## config.mk

```make
export PLATFORM = sky130hd
export DESIGN_NAME = wczs_clear
export DESIGN_NICKNAME = d
export VERILOG_FILES = /design/src/hw/rtl/wczs_clear.sv
export SDC_FILE = /design/constraint.sdc
export NUM_CORES = 1
export LEC_CHECK = 0
export ABC_CLOCK_PERIOD_IN_PS = 1800
export BUFFER_PORTS_ARGS = -buffer_cell sky130_fd_sc_hd__buf_2
export CAP_MARGIN = 30
export CELL_PAD_IN_SITES_DETAIL_PLACEMENT = 1
export CELL_PAD_IN_SITES_GLOBAL_PLACEMENT = 2
export CORE_MARGIN = 2
export CORE_UTILIZATION = 30
export CTS_CLUSTER_DIAMETER = 120
export DETAILED_ROUTE_END_ITERATION = 6
export HOLD_SLACK_MARGIN = 0.1
export PLACE_DENSITY = 0.7
export SYNTH_ARGS = -nofsm -noshare
export SYNTH_HDL_FRONTEND = slang
export SYNTH_SLANG_ARGS = --single-unit
```

## constraint.sdc

```tcl
create_clock -name clk -period 1.8 [get_ports clk]
set_clock_uncertainty 0.15 [all_clocks]
set_input_delay 0.27 -clock clk [delete_from_list [all_inputs] [get_ports clk]]
set_output_delay 0.27 -clock clk [all_outputs]
set_load 0.05 [all_outputs]
```

## src/hw/rtl/wczs_clear.sv

```systemverilog
// Clearing sequencer that zeroes every wire entry after reset.
// Sweeps one entry per cycle; no package dependencies.
`timescale 1ns / 1ps
`default_nettype none

module wczs_clear #(
    parameter int DEPTH = 256
) (
    input  wire logic                     clk,
    input  wire logic                     rst_n,
    output logic                          busy,
    output logic [$clog2(DEPTH)-1:0]      addr
);

    localparam int AW = $clog2(DEPTH);

    logic          busy_reg;
    logic          busy_next;
    logic [AW-1:0] cnt_reg;
    logic [AW-1:0] cnt_next;

    always_comb
    begin
        busy_next = busy_reg;
        cnt_next  = cnt_reg;
        if (busy_reg)
        begin
            if (cnt_reg == AW'(DEPTH - 1))
            begin
                busy_next = 1'b0;
            end
            else
            begin
                cnt_next = cnt_reg + AW'(1);
            end
        end
    end

    always_ff @(posedge clk or negedge rst_n)
    begin
        if (!rst_n)
        begin
            busy_reg <= 1'b1;
            cnt_reg  <= '0;
        end
        else
        begin
            busy_reg <= busy_next;
            cnt_reg  <= cnt_next;
        end
    end

    assign busy = busy_reg;
    assign addr = cnt_reg;

endmodule

`default_nettype wire

```

==> metrics, run 1 <==
critical path class=register to register; most frequent cells in the layout=buf_2, dfrtp_1, a21oi_1, clkbuf_4; syn_area_per_cell=11.7 um2; die area=1800 um2; x dimension of the die=42.5 um; Tot GR Track Use=14.1%; pre-CTS WS=78.0 ps; commonest non-fill, non-tap cell in the layout=buf_2; final worst slack=73.9 ps; RSZ-0062 raised after global routing=false; post-synthesis cell area=444 um2; nets=57; Core Area=1350 um2; net count after synthesis=41; Yosys reg bits=9; DRT antenna net count=0; max cap viols=0; hold_ws=233 ps; Placer Congestion=0.686; slew margin rel.=82.6%; CTS tree=done; Power, Total=0.372 mW; critical path peak fanout=5; CP startpoint kind=register; # Post-CTS Setup Buffers=0; Cell Chain, Critical Path=ha_1, and3_4, or2b_2, mux2_1; CTS root buf=clkbuf_4; endpoints failing hold=0; delay-heaviest family, CP=simple AND/OR/NAND/NOR gates; iteration-0 DRC count of the detailed router=4; Clock transition at path regs=70 ps; Antenna diodes=0; largest net degree at the start of global routing=10; hold crit path type=primary input to asynchronous set/reset pin; Layout area overhead=24.2%; via/cell ratio=5.26; Setup Viol. Count Final=0; worst path buffer plus inverter count=0; CP Capture Type=register; # IOs=11; remaining global-route overflow=0; maximum operating frequency=579 MHz; critical path's slowest cell=dfrtp_2; TNS Setup=0 ps; via count=358; die height=42.5 um; finished layout cell area=552 um2; slew of the pin with the lowest slew margin=263 ps; first-pass GRT wire length=1810 um; max-slew violation count=0; Num CTS Buffers=3; register area share after synthesis=51.0%; DR DRC count=0; clk sinks=9; Area after DPL=515 um2; crit path DAT=1720 ps; I/O Buffers=10; worst-skew pair later-pin latency=270 ps; Power Density=675 nW/um2; WL final=1000 um; vias in the first global route=385; H-tree lvl count=1; leakage=0.291 nW; minimum clock period=1730 ps; First-pass DRT Iterations=2; period utilization=95.9%; Largest register FFs=8; CTS max path bufs=2; status=completed; layout cell share with drive strength beyond 1=47.2%; Critical Path RT=1800 ps; post-synthesis cell count=38; Syn. warnings=0; Distinct cells, synth=22; Final Core Density=40.9%; Placed Cells incl. Taps=63; non-filler instance count after layout=68; WL per Instance=14.7 um; Peak VDD IR=0.000235 V; Crit path largest cell delay=430 ps; std cell rows=13; initial core utilization=32.9%; initial antenna violation count=0
[worst paths after layout]
| check | slack [ps] | depth (start not counted) | from | end |
|---|---|---|---|---|
| max | 70 | 4 | addr[0]$_DFFE_PN0P_ | addr[7]$_DFFE_PN0P_ |
| min | 230 | 2 | rst_n | addr[6]$_DFFE_PN0P_ |
| max reg2reg | 70 | 4 | addr[0]$_DFFE_PN0P_ | addr[7]$_DFFE_PN0P_ |
| min reg2reg | 370 | 1 | addr[0]$_DFFE_PN0P_ | addr[0]$_DFFE_PN0P_ |
| max in group asynchronous | 1020 | 2 | rst_n | busy$_DFF_PN1_ |
| min in group clk | 370 | 1 | addr[0]$_DFFE_PN0P_ | addr[0]$_DFFE_PN0P_ |
[layout make-up]
class	instances	area, um2
fillers	168	798
flip-flops and latches	9	229
inverters	1	3.75
repair buffers	11	60.1
multi-input cells	28	214
well taps	15	18.8
clock buffers	4	26.3
[metal layers]
metal	GRT usage [%]	vias up	part of all wire, %
met5	0	-	0
met4	9.38	0	3.3
met3	2.59	5	4.4
met2	23.1	10	52
met1	16.5	175	40
li1	-	168	-
[worst register-to-register path, cell delays in order, from the launching register on]
cell     delay, ps
dfrtp_2        430
ha_1           250
and3_4         210
or2b_2         270
mux2_1         290
[cells in the mapped netlist, drive strengths merged]
library cell	number	area (um2)
a21bo	1	10.0
a21oi	5	25.0
a31oi	1	6.26
and2	2	15.0
and3	2	17.5
and4	2	22.5
dfrtp	8	200
dfstp	1	26.3
ha	1	12.5
inv	1	3.75
mux2	3	37.5
mux2i	1	10.0
nand2	1	3.75
nand2b	1	6.26
nand3	2	10.0
nand4	2	12.5
nor2	2	7.51
or2b	1	8.76
xnor2	1	8.76
[power breakdown]
group / leakage (nW) / total (mW) / internal [mW] / switching (mW)
clock network: 0.0150 / 0.164 / 0.0858 / 0.0778
logic: 0.158 / 0.00646 / 0.00221 / 0.00425
registers: 0.119 / 0.202 / 0.202 / 0
total: 0.291 / 0.372 / 0.290 / 0.0820
[kinds of logic after synthesis]
kind of cell	Yosys count	share of synthesized area [%]
AND/OR/NAND/NOR	15	23.4
flip-flops	9	51.0
AO/OA/AOI/OAI	7	9.30
multiplexers	4	10.7
XOR/XNOR	1	1.97
buffers and inverters	1	0.844
adder cells (fa/ha/maj)	1	2.82
[timing repair]
item                       CTS  global route
setup endpoints to repair    0             0
resized for setup            0             0
hold buffers                 1             0
hold endpoints to repair     9             0
(Power assumes the default switching activity.)
==> run 2, diff against run 1 <==
--- a/config.mk
+++ b/config.mk
@@ -16,6 +16,7 @@
 export DETAILED_ROUTE_END_ITERATION = 6
 export HOLD_SLACK_MARGIN = 0.1
 export PLACE_DENSITY = 0.7
+export REMOVE_ABC_BUFFERS = 1
 export SYNTH_ARGS = -nofsm -noshare
 export SYNTH_HDL_FRONTEND = slang
 export SYNTH_SLANG_ARGS = --single-unit
==> run 2 against run 1 <==
  * First-iteration DRC count unchanged
  * Cell area shrank 0.45%
  * Register-to-register slack improved by 40 ps
  * Power fell by 2.4%
  * Sequential cell count stayed put
  * Clock-buffer cell count unchanged
  * Core utilization shrank 0.19 points
  * Largest cell class unchanged
==> metrics, run 2 (same netlist as run 1, synthesis figures left out) <==
status=completed; R2R setup slack=110 ps; Core Area=1350 um2; leakage=0.295 nW; # Post-CTS Setup Buffers=0; pre-CTS WS=111 ps; Peak VDD IR=0.000357 V; remaining global-route overflow=0; CP Capture Type=register; Layout area overhead=23.7%; Multi-input gate area=214 um2; x dimension of the die=42.5 um; endpoints failing hold=0; R2R Path End=addr[1]$_DFFE_PN0P_; CTS tree=done; Placer Congestion=0.671; DRT antenna net count=0; Largest register FFs=8; maximum operating frequency=592 MHz; H-tree lvl count=1; Cell Chain, Critical Path=ha_1, and3_4, a21bo_2, mux2_4; finished layout cell area=549 um2; max-slew violation count=0; hold_ws=245 ps; crit path launch=addr[0]$_DFFE_PN0P_; crit path DAT=1680 ps; CTS max path bufs=2; Crit path largest cell delay=410 ps; first-pass GRT wire length=1800 um; Setup Viol. Count Final=0; WL per Instance=15.0 um; Clock transition at path regs=60 ps; Antenna diodes=0; max cap viols=0; commonest non-fill, non-tap cell in the layout=buf_2; via/cell ratio=5.28; Final Core Density=40.7%; worst r2r path cells=4; CP startpoint kind=register; initial core utilization=32.9%; iteration-0 DRC count of the detailed router=4; minimum clock period=1690 ps; DPL Wire Length=730 um; most frequent cells in the layout=buf_2, dfrtp_1, a21oi_1, clkbuf_4; initial antenna violation count=0; final worst slack=110 ps; Power, Total=0.363 mW; critical path peak fanout=5; largest net degree at the start of global routing=10; FILL cells=155; slew of the pin with the lowest slew margin=253 ps; Area after DPL=513 um2; vias in the first global route=389; hold crit path type=primary input to asynchronous set/reset pin; Tot GR Track Use=13.7%; # hold bufs at CTS=1; clk sinks=9; Reg area=226 um2; layout cell share with drive strength beyond 1=43.4%; Power Density=662 nW/um2; crit path to=addr[1]$_DFFE_PN0P_; Critical Path RT=1790 ps; DR DRC count=0; slew margin rel.=83.3%; worst r2r src=addr[0]$_DFFE_PN0P_; RSZ-0062 raised after global routing=false; CTS-repair resized insts=0; # IOs=11; critical path class=register to register; die area=1800 um2; Num CTS Buffers=3; CTS root buf=clkbuf_4; via count=359; std cell rows=13; nets=57; critical path's slowest cell=dfrtp_1; WL final=1020 um; period utilization=93.9%; die height=42.5 um; worst-skew pair later-pin latency=260 ps; First-pass DRT Iterations=4; I/O Buffers=10
[run 2: cell types whose count changed in the layout (fill, tap and decap cells not counted)]
cell,change
dfrtp_1,+2
dfrtp_2,-2
[run 2: worst min-delay path by stage]
| stage | cells past startpoint | slack, ps | startpoint | to |
|---|---|---|---|---|
| 5_1_grt | 2 | 260 | rst_n | addr[6]$_DFFE_PN0P_ |
| 2_1_floorplan | 0 | -180 | rst_n | addr[0]$_DFFE_PN0P_ |
| 6_report | 2 | 250 | rst_n | addr[4]$_DFFE_PN0P_ |
| 4_1_cts | 2 | 240 | rst_n | addr[7]$_DFFE_PN0P_ |
| 3_3_place_gp | 1 | -20 | rst_n | addr[0]$_DFFE_PN0P_ |
| 3_5_place_dp | 1 | -10 | rst_n | addr[0]$_DFFE_PN0P_ |
[run 2: layer usage]
metal  up-vias  routed length (um)  global-route usage, %
met1       179                 428                   15.7
met3         2                  58                   6.90
met4         0                   6                   3.75
met5         -                   0                      0
li1        168                   -                      -
met2        10                 525                   22.5
[run 2: layout make-up]
class                      instances  area share (%)
sequential                         9            41.2
multi-input combinational         28            39.0
timing repair buffer              11            10.9
clock buffer                       4            4.78
tap                               15            3.42
inverter                           1           0.683
[run 2: stage by stage]
step / TNS, ps / std cells
final: 0 / 68
after global routing: 0 / 68
after CTS: 0 / 68
after detailed placement: 0 / 63
after global placement: 0 / 63
after floorplan: -202 / 38
[run 2: power by group]
part	total, mW	internal, mW	switching, mW
clock	0.155	0.0853	0.0694
sequential	0.202	0.202	0
combinational	0.00631	0.00222	0.00409
total	0.363	0.290	0.0735
[run 2: critical path, delay by kind of cell (launching register included)]
family	cells	cell delay [ps]
and+or+nand+nor	1	210
AOI/OAI and AO/OA	1	240
muxes	1	300
adders and majority gates	1	260
DFF	1	410
==> run 3, diff against run 2 <==
--- a/config.mk
+++ b/config.mk
@@ -11,11 +11,12 @@
 export CELL_PAD_IN_SITES_DETAIL_PLACEMENT = 1
 export CELL_PAD_IN_SITES_GLOBAL_PLACEMENT = 2
 export CORE_MARGIN = 2
-export CORE_UTILIZATION = 30
+export CORE_UTILIZATION = 33
+export CTS_BUF_LIST = sky130_fd_sc_hd__clkbuf_2 sky130_fd_sc_hd__clkbuf_4 sky130_fd_sc_hd__clkbuf_8
 export CTS_CLUSTER_DIAMETER = 120
 export DETAILED_ROUTE_END_ITERATION = 6
 export HOLD_SLACK_MARGIN = 0.1
-export PLACE_DENSITY = 0.7
+export PLACE_DENSITY = 0.76
 export REMOVE_ABC_BUFFERS = 1
 export SYNTH_ARGS = -nofsm -noshare
 export SYNTH_HDL_FRONTEND = slang
==> run 3 against run 2 <==
  * Sequential share of layout area down 0.28 points
  * Clock-buffer cell count unchanged
  * Non-clock buffer count is the same
  * Critical endpoint is now addr[7]$_DFFE_PN0P_
==> metrics, run 3 (same netlist as run 1, synthesis figures left out) <==
status=completed; first-pass GRT wire length=1500 um; CTS root buf=clkbuf_4; Antenna diodes=0; worst-skew pair later-pin latency=260 ps; I/O Buffers=10; # IOs=11; layout cell share with drive strength beyond 1=45.3%; std cell rows=13; worst path buffer plus inverter count=0; CTS max path bufs=2; Critical Path RT=1790 ps; Placer Congestion=0.713; most frequent cells in the layout=buf_2, dfrtp_1, a21oi_1, clkbuf_4; critical path peak fanout=5; # hold bufs at CTS=1; critical path's slowest cell=dfrtp_1; x dimension of the die=40.7 um; FILL cells=156; slew margin rel.=83.3%; vias in the first global route=327; met3 usage=4.89%; period utilization=94.3%; Num CTS Buffers=3; switching fraction of total power=19.7%; Tot GR Track Use=14.5%; minimum clock period=1700 ps; DRT antenna net count=0; Peak VDD IR=0.000331 V; Power Density=687 nW/um2; RSZ-0062 raised after global routing=false; crit path DAT=1690 ps; Net Switching=0.0748 mW; met2 Use GR=21.8%; remaining global-route overflow=0; DR DRC count=0; Top Usage Layer GRT=met2; Final Core Density=43.0%; commonest non-fill, non-tap cell in the layout=buf_2; Clock transition at path regs=60 ps; via count=342; CP startpoint kind=register; Multi-input gate area=214 um2; via/cell ratio=5.03; WL per Instance=13.7 um; met1 Track Usage GR=18.4%; endpoints failing hold=0; max-slew violation count=0; CTS-repair resized insts=0; Crit path largest cell delay=420 ps; # Post-CTS Setup Buffers=0; initial core utilization=34.6%; CP Capture Type=register; Reg area=226 um2; critical path class=register to register; leakage=0.298 nW; Power, Total=0.380 mW; largest net degree at the start of global routing=10; Clk pwr share=45.0%; Setup Viol. Count Final=0; initial antenna violation count=0; H-tree lvl count=1; die area=1660 um2; Comb power frac=1.8%; die height=40.7 um; delay-heaviest family, CP=simple AND/OR/NAND/NOR gates; max cap viols=0; iteration-0 DRC count of the detailed router=5; Reg power frac=53.3%; WL final=929 um; First-pass DRT Iterations=2; hold_ws=278 ps; slew of the pin with the lowest slew margin=252 ps; maximum operating frequency=589 MHz; Largest register FFs=8; Core Area=1280 um2; Cell Chain, Critical Path=ha_1, and3_4, or2b_2, mux2_1; CTS tree=done; Layout area overhead=24.5%; hold crit path type=primary input to asynchronous set/reset pin; Pint=0.305 mW; clk sinks=9; nets=57
run 3: cell types whose count changed in the layout (fill, tap and decap cells not counted):
cell / delta
clkbuf_1: -1
clkbuf_4: +1
run 3: path summary, 6_finish.rpt:
| check | from | endpoint | slack (ps) | depth (start not counted) |
|---|---|---|---|---|
| worst max-delay path | addr[0]$_DFFE_PN0P_ | addr[7]$_DFFE_PN0P_ | 100 | 4 |
| worst min-delay path | rst_n | addr[7]$_DFFE_PN0P_ | 280 | 2 |
| worst max register to register | addr[0]$_DFFE_PN0P_ | addr[7]$_DFFE_PN0P_ | 100 | 4 |
| worst min register to register | addr[0]$_DFFE_PN0P_ | addr[0]$_DFFE_PN0P_ | 370 | 1 |
| max in group asynchronous | rst_n | busy$_DFF_PN1_ | 970 | 2 |
| min in group clk | addr[0]$_DFFE_PN0P_ | addr[0]$_DFFE_PN0P_ | 370 | 1 |
run 3: metrics by stage:
step                      setup WS (ps)  TNS (ps)  area [um2]  cells
after floorplan                    -110      -202         444     38
after global placement              134         0         513     63
after detailed placement            100         0         513     63
after CTS                          93.4         0         553     68
after global routing               37.4         0         553     68
final                               103         0         553     68
run 3: power by group through the flow:
stage          clock [mW]  combinational, mW  sequential (mW)
3_5_place_dp            0            0.00496            0.206
2_1_floorplan           0       0.0000000990            0.206
6_report            0.171            0.00671            0.202
4_1_cts             0.178            0.00678            0.202
3_3_place_gp            0            0.00470            0.206
5_1_grt             0.193            0.00764            0.202
run 3: area by class of cell:
class                   instances  share of cell area (%)
flip-flops and latches          9                    41.0
inverters                       1                   0.679
well taps                      15                    3.39
clock buffers                   4                    5.43
multi-input cells              28                    38.7
repair buffers                 11                    10.9
run 3: routing by layer:
layer | up-vias | part of all wire (%)
li1 | 169 | -
met1 | 165 | 47
met2 | 6 | 50
met3 | 2 | 2.9
met4 | 0 | 0.75
met5 | - | 0
